### src/sv/fixed_block_pool_allocator_macros.svh
// Assertion macros shared by the block pool allocator modules.
`ifndef FIXED_BLOCK_POOL_ALLOCATOR_MACROS_SVH
`define FIXED_BLOCK_POOL_ALLOCATOR_MACROS_SVH

// Same-cycle implication, checked outside reset.
`define FBPA_ASSERT_IMP(name, ante, cons, msg) \
  name: assert property (@(posedge clk) disable iff (!rst_n) (ante) |-> (cons)) \
    else $error(msg);

// Next-cycle implication, checked outside reset.
`define FBPA_ASSERT_NXT(name, ante, cons, msg) \
  name: assert property (@(posedge clk) disable iff (!rst_n) (ante) |=> (cons)) \
    else $error(msg);

`endif

### src/sv/fbpa_pkg.sv
// Types and constants of the block pool allocator.
package fbpa_pkg;

  localparam int ADDR_W   = 32;
  localparam int BS_W     = 17;
  localparam int BIU_W    = 6;
  localparam int OWN_W    = 16;
  localparam int OIDX_W   = 5;
  localparam int OCNT_W   = 6;
  localparam int ST_W     = 3;
  localparam int CMD_W    = 2;
  localparam int REG_W    = 2;
  localparam int DIV_STEPS = 32;
  localparam int DCNT_W   = $clog2(DIV_STEPS);

  localparam logic [REG_W-1:0] REG_POOL_BASE     = 2'd0;
  localparam logic [REG_W-1:0] REG_BLOCK_SIZE    = 2'd1;
  localparam logic [REG_W-1:0] REG_POOL_SIZE     = 2'd2;
  localparam logic [REG_W-1:0] REG_BLOCKS_IN_USE = 2'd3;

  localparam logic [BS_W-1:0]  BLOCK_SIZE_RST    = 17'd64;
  localparam logic [BIU_W-1:0] BLOCKS_IN_USE_RST = 6'd32;
  localparam logic [OWN_W-1:0] OWNER_RST         = 16'd1;

  typedef enum logic [CMD_W-1:0] {
    CMD_INIT    = 2'd0,
    CMD_ALLOC   = 2'd1,
    CMD_RELEASE = 2'd2,
    CMD_NOP     = 2'd3
  } cmd_t;

  typedef enum logic [ST_W-1:0] {
    ST_OK         = 3'd0,
    ST_NO_FREE    = 3'd1,
    ST_NULL       = 3'd2,
    ST_RANGE      = 3'd3,
    ST_NOT_USED   = 3'd4,
    ST_MISALIGNED = 3'd5
  } status_t;

  typedef enum logic [2:0] {
    S_IDLE,
    S_FIND,
    S_MUL,
    S_CHECK,
    S_DIV,
    S_EXEC
  } state_t;

  typedef struct packed {
    logic load_in;
    logic find;
    logic mul;
    logic check;
    logic div_start;
    logic commit;
  } dp_cmd_t;

  typedef struct packed {
    logic early_fail;
    logic div_done;
    logic out_free;
  } dp_sts_t;

endpackage

### src/sv/fixed_block_pool_allocator.sv
// Fixed-size block pool allocator top level.
// From accept to result: init and no-op go straight to execute; allocate finds a free
// block and multiplies its index by the block size; release checks the address and, if
// the null and range checks pass, runs the 32-step divider on the offset. One transaction
// at a time; the next is taken once the result is registered; an output stall delays it.
// Synchronous active-low reset: every block free, used count 0, next owner id 1.
module fixed_block_pool_allocator #(
  parameter int NUM_BLOCKS = 32
) (
  input  logic                          clk,
  input  logic                          rst_n,
  input  logic                          cfg_we,
  input  logic [fbpa_pkg::REG_W-1:0]    cfg_index,
  input  logic [fbpa_pkg::ADDR_W-1:0]   cfg_wdata,
  input  logic                          in_valid,
  output logic                          in_stall,
  input  logic [fbpa_pkg::CMD_W-1:0]    in_command,
  input  logic [fbpa_pkg::ADDR_W-1:0]   in_address,
  output logic                          out_valid,
  input  logic                          out_stall,
  output logic [fbpa_pkg::ST_W-1:0]     out_status,
  output logic [fbpa_pkg::ADDR_W-1:0]   out_block_address,
  output logic [fbpa_pkg::OIDX_W-1:0]   out_block_index,
  output logic [fbpa_pkg::OWN_W-1:0]    out_owner_id,
  output logic [fbpa_pkg::OCNT_W-1:0]   out_used_count,
  output logic [fbpa_pkg::OCNT_W-1:0]   out_free_count
);
  import fbpa_pkg::*;

  dp_cmd_t dp_cmd;
  dp_sts_t dp_sts;

  fbpa_ctrl u_ctrl (
    .clk        (clk),
    .rst_n      (rst_n),
    .in_valid   (in_valid),
    .in_command (in_command),
    .in_stall   (in_stall),
    .sts        (dp_sts),
    .cmd        (dp_cmd)
  );

  fbpa_dp #(
    .NUM_BLOCKS (NUM_BLOCKS)
  ) u_dp (
    .clk               (clk),
    .rst_n             (rst_n),
    .cfg_we            (cfg_we),
    .cfg_index         (cfg_index),
    .cfg_wdata         (cfg_wdata),
    .in_command        (in_command),
    .in_address        (in_address),
    .cmd               (dp_cmd),
    .sts               (dp_sts),
    .out_stall         (out_stall),
    .out_valid         (out_valid),
    .out_status        (out_status),
    .out_block_address (out_block_address),
    .out_block_index   (out_block_index),
    .out_owner_id      (out_owner_id),
    .out_used_count    (out_used_count),
    .out_free_count    (out_free_count)
  );

endmodule

### src/sv/fbpa_div.sv
// Radix-2 restoring divider, one quotient bit per cycle.
module fbpa_div (
  input  logic                      clk,
  input  logic                      rst_n,
  input  logic                      start,
  input  logic [fbpa_pkg::ADDR_W-1:0] dividend,
  input  logic [fbpa_pkg::BS_W-1:0]   divisor,
  output logic                      done,
  output logic [fbpa_pkg::ADDR_W-1:0] quotient
);
  import fbpa_pkg::*;

  logic                busy_r, busy_nxt;
  logic                done_r, done_nxt;
  logic [DCNT_W-1:0]   cnt_r, cnt_nxt;
  logic [BS_W-1:0]     rem_r, rem_nxt;
  logic [BS_W-1:0]     dsr_r, dsr_nxt;
  logic [ADDR_W-1:0]   quo_r, quo_nxt;
  logic [BS_W:0]       shifted;
  logic [BS_W+1:0]     diff;

  assign shifted = {rem_r, quo_r[ADDR_W-1]};
  assign diff    = {1'b0, shifted} - {2'b00, dsr_r};

  always_comb begin
    busy_nxt = busy_r;
    done_nxt = 1'b0;
    cnt_nxt  = cnt_r;
    rem_nxt  = rem_r;
    dsr_nxt  = dsr_r;
    quo_nxt  = quo_r;
    if (start) begin
      busy_nxt = 1'b1;
      cnt_nxt  = '0;
      rem_nxt  = '0;
      dsr_nxt  = divisor;
      quo_nxt  = dividend;
    end else if (busy_r) begin
      if (!diff[BS_W+1]) begin
        rem_nxt = diff[BS_W-1:0];
        quo_nxt = {quo_r[ADDR_W-2:0], 1'b1};
      end else begin
        rem_nxt = shifted[BS_W-1:0];
        quo_nxt = {quo_r[ADDR_W-2:0], 1'b0};
      end
      cnt_nxt = cnt_r + DCNT_W'(1);
      if (cnt_r == DCNT_W'(DIV_STEPS - 1)) begin
        busy_nxt = 1'b0;
        done_nxt = 1'b1;
      end
    end
  end

  always_ff @(posedge clk) begin
    if (!rst_n) begin
      busy_r <= 1'b0;
      done_r <= 1'b0;
      cnt_r  <= '0;
    end else begin
      busy_r <= busy_nxt;
      done_r <= done_nxt;
      cnt_r  <= cnt_nxt;
    end
    rem_r <= rem_nxt;
    dsr_r <= dsr_nxt;
    quo_r <= quo_nxt;
  end

  assign done     = done_r;
  assign quotient = quo_r;

endmodule

### src/sv/fbpa_dp.sv
// Datapath: configuration, block maps, counters, divider and result register.
`include "fixed_block_pool_allocator_macros.svh"
module fbpa_dp #(
  parameter int NUM_BLOCKS = 32
) (
  input  logic                          clk,
  input  logic                          rst_n,
  input  logic                          cfg_we,
  input  logic [fbpa_pkg::REG_W-1:0]    cfg_index,
  input  logic [fbpa_pkg::ADDR_W-1:0]   cfg_wdata,
  input  logic [fbpa_pkg::CMD_W-1:0]    in_command,
  input  logic [fbpa_pkg::ADDR_W-1:0]   in_address,
  input  fbpa_pkg::dp_cmd_t             cmd,
  output fbpa_pkg::dp_sts_t             sts,
  input  logic                          out_stall,
  output logic                          out_valid,
  output logic [fbpa_pkg::ST_W-1:0]     out_status,
  output logic [fbpa_pkg::ADDR_W-1:0]   out_block_address,
  output logic [fbpa_pkg::OIDX_W-1:0]   out_block_index,
  output logic [fbpa_pkg::OWN_W-1:0]    out_owner_id,
  output logic [fbpa_pkg::OCNT_W-1:0]   out_used_count,
  output logic [fbpa_pkg::OCNT_W-1:0]   out_free_count
);
  import fbpa_pkg::*;

  localparam int IDX_W = $clog2(NUM_BLOCKS);
  localparam int CNT_W = $clog2(NUM_BLOCKS + 1);
  localparam int NW    = (CNT_W > BIU_W) ? CNT_W : BIU_W;
  localparam int XI    = (IDX_W > OIDX_W) ? IDX_W : OIDX_W;
  localparam int XC    = (CNT_W > OCNT_W) ? CNT_W : OCNT_W;
  localparam int PW    = IDX_W + BS_W;

  logic [ADDR_W-1:0]     base_r, base_nxt;
  logic [BS_W-1:0]       bs_r, bs_nxt;
  logic [ADDR_W-1:0]     psize_r, psize_nxt;
  logic [BIU_W-1:0]      biu_r, biu_nxt;

  cmd_t                  op_r;
  logic [ADDR_W-1:0]     addr_r;
  logic                  found_r;
  logic [IDX_W-1:0]      idx_r;
  logic [ADDR_W-1:0]     prod_r;
  status_t               early_st_r;

  logic [NUM_BLOCKS-1:0] in_use_r, in_use_nxt;
  logic [NUM_BLOCKS-1:0] avail_r, avail_nxt;
  logic [OWN_W-1:0]      owner_r, owner_nxt;
  logic [CNT_W-1:0]      used_r, used_nxt;
  logic [CNT_W-1:0]      free_r, free_nxt;

  logic                  out_valid_r, out_valid_nxt;
  status_t               out_st_r;
  logic [ADDR_W-1:0]     out_addr_r;
  logic [OIDX_W-1:0]     out_idx_r;
  logic [OWN_W-1:0]      out_own_r;
  logic [OCNT_W-1:0]     out_used_r;
  logic [OCNT_W-1:0]     out_free_r;

  logic [NUM_BLOCKS-1:0] free_vec;
  logic                  found_c;
  logic [IDX_W-1:0]      ffs_c;
  logic [PW-1:0]         prod_c;
  logic [NW-1:0]         n_w;
  logic [NUM_BLOCKS-1:0] avail_init;
  logic                  misal;
  logic [ADDR_W:0]       range_top;
  status_t               early_st_c;
  logic [ADDR_W-1:0]     offset;
  logic                  div_done;
  logic [ADDR_W-1:0]     quo;
  logic                  q_big;
  logic [IDX_W-1:0]      q_idx;
  status_t               st_c;
  logic [ADDR_W-1:0]     baddr_c;
  logic [IDX_W-1:0]      sel_idx;
  logic [OWN_W-1:0]      own_c;
  logic [XI-1:0]         oidx_w;
  logic [XC-1:0]         oused_w;
  logic [XC-1:0]         ofree_w;

  always_comb begin
    base_nxt  = base_r;
    bs_nxt    = bs_r;
    psize_nxt = psize_r;
    biu_nxt   = biu_r;
    if (cfg_we) begin
      unique case (cfg_index)
        REG_POOL_BASE:     base_nxt  = cfg_wdata;
        REG_BLOCK_SIZE:    bs_nxt    = cfg_wdata[BS_W-1:0];
        REG_POOL_SIZE:     psize_nxt = cfg_wdata;
        REG_BLOCKS_IN_USE: biu_nxt   = cfg_wdata[BIU_W-1:0];
        default: ;
      endcase
    end
  end

  assign free_vec = avail_r & ~in_use_r;

  always_comb begin
    found_c = 1'b0;
    ffs_c   = '0;
    for (int i = NUM_BLOCKS - 1; i >= 0; i--) begin
      if (free_vec[i]) begin
        found_c = 1'b1;
        ffs_c   = IDX_W'(i);
      end
    end
  end

  assign prod_c = PW'(idx_r) * PW'(bs_r);

  assign n_w = (NW'(biu_r) > NW'(NUM_BLOCKS)) ? NW'(NUM_BLOCKS) : NW'(biu_r);
  assign misal = (base_r[1:0] != 2'b00) || ((n_w > NW'(1)) && (bs_r[1:0] != 2'b00));

  always_comb begin
    for (int i = 0; i < NUM_BLOCKS; i++) begin
      avail_init[i] = NW'(i) < n_w;
    end
  end

  assign range_top = {1'b0, base_r} + {1'b0, psize_r};

  always_comb begin
    priority if (addr_r == '0) begin
      early_st_c = ST_NULL;
    end else if ((addr_r < base_r) || ({1'b0, addr_r} >= range_top) || (bs_r == '0)) begin
      early_st_c = ST_RANGE;
    end else begin
      early_st_c = ST_OK;
    end
  end

  assign offset = addr_r - base_r;

  fbpa_div u_div (
    .clk      (clk),
    .rst_n    (rst_n),
    .start    (cmd.div_start),
    .dividend (offset),
    .divisor  (bs_r),
    .done     (div_done),
    .quotient (quo)
  );

  assign q_big = quo >= ADDR_W'(NUM_BLOCKS);
  assign q_idx = quo[IDX_W-1:0];

  always_comb begin
    in_use_nxt = in_use_r;
    avail_nxt  = avail_r;
    owner_nxt  = owner_r;
    used_nxt   = used_r;
    free_nxt   = free_r;
    st_c       = ST_OK;
    baddr_c    = '0;
    sel_idx    = '0;
    own_c      = '0;
    unique case (op_r)
      CMD_INIT: begin
        avail_nxt  = avail_init;
        in_use_nxt = '0;
        used_nxt   = '0;
        free_nxt   = CNT_W'(n_w);
        st_c       = misal ? ST_MISALIGNED : ST_OK;
      end
      CMD_ALLOC: begin
        if (found_r) begin
          in_use_nxt[idx_r] = 1'b1;
          owner_nxt = owner_r + OWN_W'(1);
          used_nxt  = used_r + CNT_W'(1);
          if (free_r != '0) begin
            free_nxt = free_r - CNT_W'(1);
          end
          baddr_c = base_r + prod_r;
          sel_idx = idx_r;
          own_c   = owner_r;
        end else begin
          st_c = ST_NO_FREE;
        end
      end
      CMD_RELEASE: begin
        priority if (early_st_r != ST_OK) begin
          st_c = early_st_r;
        end else if (q_big) begin
          st_c = ST_RANGE;
        end else if (!in_use_r[q_idx]) begin
          st_c    = ST_NOT_USED;
          sel_idx = q_idx;
        end else begin
          in_use_nxt[q_idx] = 1'b0;
          if (used_r != '0) begin
            used_nxt = used_r - CNT_W'(1);
          end
          free_nxt = free_r + CNT_W'(1);
          sel_idx  = q_idx;
        end
      end
      CMD_NOP: ;
    endcase
  end

  assign oidx_w  = XI'(sel_idx);
  assign oused_w = XC'(used_nxt);
  assign ofree_w = XC'(free_nxt);

  assign sts.out_free   = !out_valid_r || !out_stall;
  assign sts.early_fail = early_st_c != ST_OK;
  assign sts.div_done   = div_done;

  always_comb begin
    priority if (cmd.commit) begin
      out_valid_nxt = 1'b1;
    end else if (!out_stall) begin
      out_valid_nxt = 1'b0;
    end else begin
      out_valid_nxt = out_valid_r;
    end
  end

  always_ff @(posedge clk) begin
    if (!rst_n) begin
      base_r      <= '0;
      bs_r        <= BLOCK_SIZE_RST;
      psize_r     <= '0;
      biu_r       <= BLOCKS_IN_USE_RST;
      in_use_r    <= '0;
      avail_r     <= '1;
      owner_r     <= OWNER_RST;
      used_r      <= '0;
      free_r      <= CNT_W'(NUM_BLOCKS);
      out_valid_r <= 1'b0;
    end else begin
      base_r      <= base_nxt;
      bs_r        <= bs_nxt;
      psize_r     <= psize_nxt;
      biu_r       <= biu_nxt;
      out_valid_r <= out_valid_nxt;
      if (cmd.commit) begin
        in_use_r <= in_use_nxt;
        avail_r  <= avail_nxt;
        owner_r  <= owner_nxt;
        used_r   <= used_nxt;
        free_r   <= free_nxt;
      end
    end
    if (cmd.load_in) begin
      op_r   <= cmd_t'(in_command);
      addr_r <= in_address;
    end
    if (cmd.find) begin
      found_r <= found_c;
      idx_r   <= ffs_c;
    end
    if (cmd.mul) begin
      prod_r <= ADDR_W'(prod_c);
    end
    if (cmd.check) begin
      early_st_r <= early_st_c;
    end
    if (cmd.commit) begin
      out_st_r   <= st_c;
      out_addr_r <= baddr_c;
      out_idx_r  <= oidx_w[OIDX_W-1:0];
      out_own_r  <= own_c;
      out_used_r <= oused_w[OCNT_W-1:0];
      out_free_r <= ofree_w[OCNT_W-1:0];
    end
  end

  assign out_valid         = out_valid_r;
  assign out_status        = out_st_r;
  assign out_block_address = out_addr_r;
  assign out_block_index   = out_idx_r;
  assign out_owner_id      = out_own_r;
  assign out_used_count    = out_used_r;
  assign out_free_count    = out_free_r;

  `FBPA_ASSERT_IMP(a_count_bound, 1'b1,
                   ((CNT_W+1)'(used_r) + (CNT_W+1)'(free_r)) <= (CNT_W+1)'(NUM_BLOCKS),
                   "used plus free exceeds block count")
  `FBPA_ASSERT_NXT(a_commit_valid, cmd.commit, out_valid_r,
                   "commit did not raise out_valid")
  `FBPA_ASSERT_NXT(a_alloc_marks, cmd.commit && (op_r == CMD_ALLOC) && found_r,
                   in_use_r[idx_r], "allocated block not marked in use")

endmodule

### src/sv/fbpa_ctrl.sv
// Controller state machine that sequences one transaction through the datapath.
`include "fixed_block_pool_allocator_macros.svh"
module fbpa_ctrl (
  input  logic                       clk,
  input  logic                       rst_n,
  input  logic                       in_valid,
  input  logic [fbpa_pkg::CMD_W-1:0] in_command,
  output logic                       in_stall,
  input  fbpa_pkg::dp_sts_t          sts,
  output fbpa_pkg::dp_cmd_t          cmd
);
  import fbpa_pkg::*;

  state_t state_r, state_nxt;

  always_comb begin
    state_nxt = state_r;
    unique case (state_r)
      S_IDLE: begin
        if (in_valid) begin
          unique case (cmd_t'(in_command))
            CMD_INIT:    state_nxt = S_EXEC;
            CMD_ALLOC:   state_nxt = S_FIND;
            CMD_RELEASE: state_nxt = S_CHECK;
            CMD_NOP:     state_nxt = S_EXEC;
          endcase
        end
      end
      S_FIND:  state_nxt = S_MUL;
      S_MUL:   state_nxt = S_EXEC;
      S_CHECK: state_nxt = sts.early_fail ? S_EXEC : S_DIV;
      S_DIV:   state_nxt = sts.div_done ? S_EXEC : S_DIV;
      S_EXEC:  state_nxt = sts.out_free ? S_IDLE : S_EXEC;
      default: state_nxt = S_IDLE;
    endcase
  end

  always_comb begin
    cmd      = '0;
    in_stall = 1'b1;
    unique case (state_r)
      S_IDLE: begin
        in_stall    = 1'b0;
        cmd.load_in = in_valid;
      end
      S_FIND:  cmd.find = 1'b1;
      S_MUL:   cmd.mul  = 1'b1;
      S_CHECK: begin
        cmd.check     = 1'b1;
        cmd.div_start = !sts.early_fail;
      end
      S_DIV:   ;
      S_EXEC:  cmd.commit = sts.out_free;
      default: ;
    endcase
  end

  always_ff @(posedge clk) begin
    if (!rst_n) begin
      state_r <= S_IDLE;
    end else begin
      state_r <= state_nxt;
    end
  end

  `FBPA_ASSERT_NXT(a_accept_stalls, in_valid && !in_stall, in_stall, "input not stalled after accept")
  `FBPA_ASSERT_NXT(a_commit_idle, cmd.commit, state_r == S_IDLE, "commit not followed by idle")
  `FBPA_ASSERT_IMP(a_done_in_div, sts.div_done, state_r == S_DIV, "divider done outside divide state")

endmodule
### config.mk
export PLATFORM = sky130hd
export DESIGN_NAME = fixed_block_pool_allocator
export DESIGN_NICKNAME = d
export VERILOG_FILES = /design/src/sv/fbpa_pkg.sv /design/src/sv/fixed_block_pool_allocator.sv /design/src/sv/fbpa_div.sv /design/src/sv/fbpa_dp.sv /design/src/sv/fbpa_ctrl.sv
export VERILOG_INCLUDE_DIRS = /design/src /design/src/sv
export SDC_FILE = /design/constraint.sdc
export NUM_CORES = 1
export LEC_CHECK = 0
export ABC_CLOCK_PERIOD_IN_PS = 7950
export BUFFER_PORTS_ARGS = -buffer_cell sky130_fd_sc_hd__buf_2
export CORE_MARGIN = 2
export CORE_UTILIZATION = 64
export CTS_BUF_LIST = sky130_fd_sc_hd__clkbuf_8
export CTS_CLUSTER_SIZE = 12
export DETAILED_ROUTE_END_ITERATION = 16
export MAX_ROUTING_LAYER = met4
export PLACE_DENSITY = 0.9
export REMOVE_ABC_BUFFERS = 1
export SETUP_SLACK_MARGIN = 0.05
export SLEW_MARGIN = 10
export SYNTH_ARGS = -nofsm -noshare
export SYNTH_HDL_FRONTEND = slang
export SYNTH_SLANG_ARGS = --single-unit
### constraint.sdc
create_clock -name clk -period 7.95 [get_ports clk]
set_clock_uncertainty 0.1 [all_clocks]
set_input_delay 0.795 -clock clk [delete_from_list [all_inputs] [get_ports clk]]
set_output_delay 0.795 -clock clk [all_outputs]
set_load 0.02 [all_outputs]
==> results of run 1 <==
## cells in the final DEF (no fill, tap or decap), types with 12 or more instances in the layout
| cell type | n |
|---|---|
| o21a_1 | 21 |
| nor3_1 | 48 |
| buf_4 | 21 |
| nor3b_1 | 14 |
| nor2b_1 | 47 |
| a211oi_1 | 29 |
| edfxtp_1 | 181 |
| and2_1 | 68 |
| fa_1 | 49 |
| mux2i_1 | 14 |
| buf_2 | 141 |
| nand2_1 | 437 |
| a21oi_1 | 156 |
| or2_2 | 15 |
| o211ai_1 | 20 |
| nand4_1 | 20 |
| or3_1 | 12 |
| a31oi_1 | 19 |
| ha_1 | 179 |
| mux2_2 | 28 |
| clkbuf_8 | 77 |
| a21boi_0 | 95 |
| dfxtp_1 | 207 |
| nand3_1 | 45 |
| inv_1 | 171 |
| a21o_1 | 58 |
| nor2_1 | 210 |
| nand2b_1 | 45 |
| and3_1 | 43 |
| xnor2_1 | 79 |
| o21bai_1 | 16 |
| o21ai_0 | 153 |
| xor2_1 | 41 |
| nor4_1 | 26 |
## stage by stage
stage	total power, mW	setup slack, ps	cell area, um^2	hold slack [ps]	utilization, %
4_1_cts	5.22	1240	27100	198	70.4
6_report	5.22	1170	27100	232	70.4
2_1_floorplan	3.17	292	24300	323	-
3_3_place_gp	3.45	1480	25800	335	67.1
5_1_grt	5.47	822	27100	207	70.4
3_5_place_dp	3.50	1290	25800	340	67.1
## metal layers
layer | part of all wire, % | vias up | wire length [um] | track usage [%]
met1 | 42 | 10160 | 27500 | 44.6
met3 | 10 | 142 | 6600 | 5.84
met4 | 3.2 | 0 | 2090 | 13.7
met2 | 45 | 1021 | 30000 | 51.5
met5 | 0 | - | 0 | -
li1 | - | 9991 | - | -
## sequential cells by signal (all words and copies together), names as in the netlist, 16 cells and up
| name | count |
|---|---|
| u_dp.addr_r | 32 |
| u_dp.avail_r | 32 |
| u_dp.base_r | 32 |
| u_dp.bs_r | 17 |
| u_dp.in_use_r | 32 |
| u_dp.out_block_address | 32 |
| u_dp.out_owner_id | 16 |
| u_dp.owner_r | 16 |
| u_dp.prod_r | 22 |
| u_dp.psize_r | 32 |
| u_dp.u_div.dsr_r | 17 |
| u_dp.u_div.quotient | 32 |
| u_dp.u_div.rem_r | 17 |
## final timing paths
check,from,to,slack [ps],depth (start not counted)
worst max-delay path,u_dp.base_r[1],u_dp.u_div.quotient[30],1170,23
worst min-delay path,in_address[24],u_dp.addr_r[24],230,1
worst max register to register,u_dp.base_r[1],u_dp.u_div.quotient[30],1170,23
worst min register to register,u_dp.avail_r[19],u_dp.avail_r[19],350,2
## where the power goes
part	total (mW)	leakage [nW]	internal (mW)	switching [mW]
clock network	1.73	0.745	0.887	0.841
logic	1.18	7.19	0.474	0.702
registers	2.32	3.36	2.21	0.114
total	5.22	11.3	3.57	1.66
## cell families after synthesis
| kind of cell | Yosys count |
|---|---|
| compound gates | 663 |
| buf+inv | 268 |
| flops | 388 |
| fa+ha+maj | 228 |
| simple gates | 1058 |
| xor+xnor | 120 |
| mux | 50 |
## final cells by class
| cell class | count | area, um^2 |
|---|---|---|
| clock buffer | 77 | 1060 |
| fill | 2894 | 11400 |
| multi-input combinational | 2119 | 14200 |
| clock inverter | 46 | 204 |
| inverter | 145 | 546 |
| sequential | 388 | 9580 |
| timing repair buffer | 162 | 863 |
| tap | 518 | 648 |
==> results_dict.tcl, run 1 <==
set metrics [dict create \
    status "complete, no violations" \
    period_needed_ps 6780 \
    max_stage_delay_ps 530 \
    cts_setup_buffers 0 \
    setup_viol 0 \
    dr_total_vias 21314 \
    synth_xor_area_share_pct 4.24 \
    io_pins 143 \
    cp-start-kind "register" \
    synth_area_um2 24800 \
    die_h_um 201 \
    yosysUniqueCellTypes 77 \
    synth_top_family_by_area "simple AND/OR/NAND/NOR gates" \
    tightest_slew_ps 1190 \
    drt-initial-drc-count 2093 \
    synth_commonest_cells "437 x nand2_1, 212 x nor2_1, 207 x dfxtp_1" \
    cts.path.max_buffers 3 \
    vdd_ir_drop_max_uv 138 \
    fin_crit_sh_pct 85.3 \
    path_common_cell "o21ai_0" \
    antenna_left 0 \
    synth_top_area_share_pct 21.9 \
    grt_pass1_wl_mm 106 \
    grt_start_max_net_pins 98 \
    crit_family "compound AO/OA/AOI/OAI gates" \
    htree_levels 3 \
    place_inst 3332 \
    start_util_pct 64.4 \
    synth_top_cell_by_area "edfxtp_1" \
    arrival_ps 7060 \
    area_growth_pct 9.26 \
    post_cts_resized 0 \
    max-slew-margin-rel_pct 20.3 \
    synth_seq_cells 388 \
    ctsHoldBuffers 0 \
    grt_use_total_pct 33.6 \
    gr-total-overflow 0 \
    gp_congestion 0.987 \
    synth_compound_area_share_pct 17.3 \
    synthArstFlopShare_pct 0 \
    cp_slowest_cell "a2111oi_2" \
    cp_data_required_time_ps 8230 \
    clock_latency_ps 640 \
    drive_above_1_share_pct 11.1 \
    hold_viol 0 \
    drt_wl_total_mm 66.1 \
    clock-root-buffer "clkbuf_8" \
    max-cap-violations 0 \
    drv_slew 0 \
    die_x_um 201 \
    yosysMostFrequentCell "nand2_1" \
    synth_adder_area_share_pct 13.0 \
    finalNetCount 3184 \
    fmax_ghz 0.147 \
    core_um2 38500 \
    fin_tns_setup_ps 0 \
    drc 0 \
    cp_max_fo 37 \
    synth-simple-area-share_pct 20.0 \
    crit_chain "ha_1, a211oi_1, o21ai_0, a2111o_1, a2111oi_2, o211ai_1, nand3_1, a31o_2, a21oi_1, a221oi_1, xor2_1, ha_1, a21boi_0, o21ai_0, a211o_1, o2111ai_1, a31oi_1, o21ai_0, nand3_1, a31o_2, nor4_4, buf_4, mux2_2" \
    netlist_top_cells_area "edfxtp_1 22%, dfxtp_1 17%, ha_1 9.0%" \
    cts_buffers 67 \
    worstSetupPathType "register to register" \
    cts_sinks 388 \
    synth_edf_count 181 \
    syn_inst 2775 \
    port_buffers 142 \
    cts_tree "yes" \
    wl_per_cell_um 19.1 \
    syn_avg_cell_area_um2 8.93 \
    via_per_inst 6.17 \
    synthMuxAreaShare_pct 2.57 \
    num_rows 72 \
    grt_pass1_vias 20751 \
    yosys_warnings 0 \
    drt-pass1-iter-count 6 \
    diodes 0 \
    grt_antenna_before_repair 2 \
    instances_no_fill 3455 \
    die_area_um2 40300 \
    crit_path_end_kind "register" \
    synth_ff_type "dfxtp_1" \
    hpwl_mm 48.0 \
    ys_seq_area_share_pct 38.7 \
    cp_num_buf_inv 1 \
    rsz0062_at_grt "false" \
    clk_pin_slew_worst_paths_ps 60 \
    p_leak_nw 11.3 \
    hold_class "primary input to register" \
    p_per_area_nw_per_um2 193 \
]
(Power assumes the default switching activity.)
==> run 2, diff against run 1 <==
- CORE_UTILIZATION: 64 -> 45
- PLACE_DENSITY: 0.9 -> 0.69
==> run 2 against run 1 <==
Net effect: power increased by 4.2%; combinational power about the same; register-to-register slack lost 130 ps; worst hold slack worse by 12 ps.
==> results_dict.tcl, run 2 (synthesis gave the netlist of run 1 again) <==
set metrics [dict create \
    hpwl_mm 50.6 \
    cts_buffers 72 \
    cp_data_required_time_ps 8390 \
    via_per_inst 5.72 \
    cts.path.max_buffers 3 \
    cts_sinks 388 \
    finalNetCount 3190 \
    area_growth_pct 11.1 \
    period_needed_ps 6910 \
    post_cts_resized 0 \
    antenna_left 0 \
    regArea_um2 9580 \
    place_inst 3519 \
    die_h_um 239 \
    worst_r2r_path_depth 24 \
    rsz0062_at_grt "false" \
    p_per_area_nw_per_um2 198 \
    die_area_um2 57000 \
    instances_no_fill 3654 \
    endpoint "u_dp.u_div.done" \
    drv_slew 0 \
    drt-pass1-iter-count 6 \
    grt_pass1_wl_mm 109 \
    cp_max_fo 51 \
    vdd_ir_drop_max_uv 111 \
    gr-total-overflow 0 \
    start_util_pct 45.2 \
    layout_common_cells "437 x nand2_1, 210 x nor2_1, 207 x dfxtp_1" \
    fillers 5033 \
    status "complete, no violations" \
    htree_levels 3 \
    cts_tree "yes" \
    path_common_cell "o21ai_0" \
    grt_use_total_pct 24.7 \
    setup_viol 0 \
    hold_viol 0 \
    cp_slowest_cell "buf_4" \
    startpoint "u_dp.base_r[1]" \
    tightest_slew_ps 1250 \
    gr-usage-met2_pct 37.7 \
    gr-usage-met3_pct 3.97 \
    p_leak_nw 11.4 \
    fin_crit_sh_pct 86.9 \
    die_x_um 239 \
    crit_chain "ha_1, a211oi_1, o21ai_0, a2111o_1, a2111oi_2, o211ai_1, nand3_1, a31o_2, a21oi_1, a221oi_1, xor2_1, ha_1, a21boi_0, o21ai_0, a211o_1, o2111ai_1, a31oi_1, o21ai_0, nand3_1, a31o_2, nor4_4, buf_4, buf_4, and4b_1" \
    clk_pin_slew_worst_paths_ps 60 \
    multiInputGateArea_um2 14200 \
    fin_tns_setup_ps 0 \
    num_rows 86 \
    ctsHoldBuffers 0 \
    drc 0 \
    arrival_ps 7350 \
    cts_setup_buffers 0 \
    layout_commonest_cell "nand2_1" \
    hold_class "primary input to register" \
    wl_per_cell_um 18.8 \
    fmax_ghz 0.145 \
    dr_total_vias 20890 \
    core_um2 54800 \
    timing.rr.start "u_dp.base_r[1]" \
    busiest_layer "met2" \
    grt_start_max_net_pins 102 \
    cp-start-kind "register" \
    max_stage_delay_ps 570 \
    r2r-end "u_dp.u_div.done" \
    drive_above_1_share_pct 11.6 \
    clock_latency_ps 650 \
    drt_wl_total_mm 68.8 \
    r2r_setup_slack_ps 1040 \
    drt-initial-drc-count 1675 \
    crit_path_end_kind "register" \
    port_buffers 142 \
    clock-root-buffer "clkbuf_8" \
    max-cap-violations 0 \
    met1_usage_pct 33.1 \
    grt_pass1_vias 20383 \
    worstSetupPathType "register to register" \
    gp_congestion 0.974 \
    grt_antenna_before_repair 2 \
    max-slew-margin-rel_pct 16.1 \
    io_pins 143 \
]
-- run 2: cell type report --
| type | count | share of cell area, % |
|---|---|---|
| Multi-Input combinational cell | 2119 | 51.5 |
| Sequential cell | 388 | 34.8 |
| Clock buffer | 90 | 4.50 |
| Tap cell | 704 | 3.20 |
| Timing Repair Buffer | 163 | 3.16 |
| Inverter | 145 | 1.98 |
| Clock inverter | 43 | 0.827 |
| Antenna cell | 2 | 0.0182 |
-- run 2: through the flow --
step                util [%]  hold slack [ps]  total power [mW]  setup slack [ps]  area [um^2]
floorplan                  -              323              3.17               292        24300
global route            50.3              194              5.72               519        27500
CTS                     50.3              165              5.47              1010        27500
finish                  50.3              220              5.44              1040        27500
global placement        47.6              338              3.47              1220        26100
detailed placement      47.6              335              3.51              1050        26100
-- run 2: worst min-delay path by stage --
stage,to,slack (ps),cells past startpoint,from
floorplan,u_dp.avail_r[19],320,2,u_dp.avail_r[19]
global placement,u_dp.avail_r[19],340,2,u_dp.avail_r[19]
detailed placement,u_dp.avail_r[19],330,2,u_dp.avail_r[19]
CTS,u_dp.addr_r[3],160,1,in_address[3]
global route,u_dp.addr_r[4],190,1,in_address[4]
finish,u_dp.addr_r[2],220,1,in_address[2]
-- run 2: where the power goes --
group / internal [mW] / switching (mW) / leakage [nW] / total (mW)
sequential: 2.21 / 0.113 / 3.36 / 2.32
clock: 1.06 / 0.893 / 0.846 / 1.95
combinational: 0.474 / 0.697 / 7.20 / 1.17
-- run 2: metal layers --
layer	up-vias	wire, um
met5	-	0
met4	0	2130
met3	140	4690
met2	698	30600
met1	10033	31300
li1	10019	-
-- run 2: critical path: cells and delay by family (launching register included) --
family,cells,cell delay [ps]
compound gates,15,3670
simple gates,4,740
buf+inv,2,950
flops,1,530
xor+xnor,1,200
fa+ha+maj,2,600
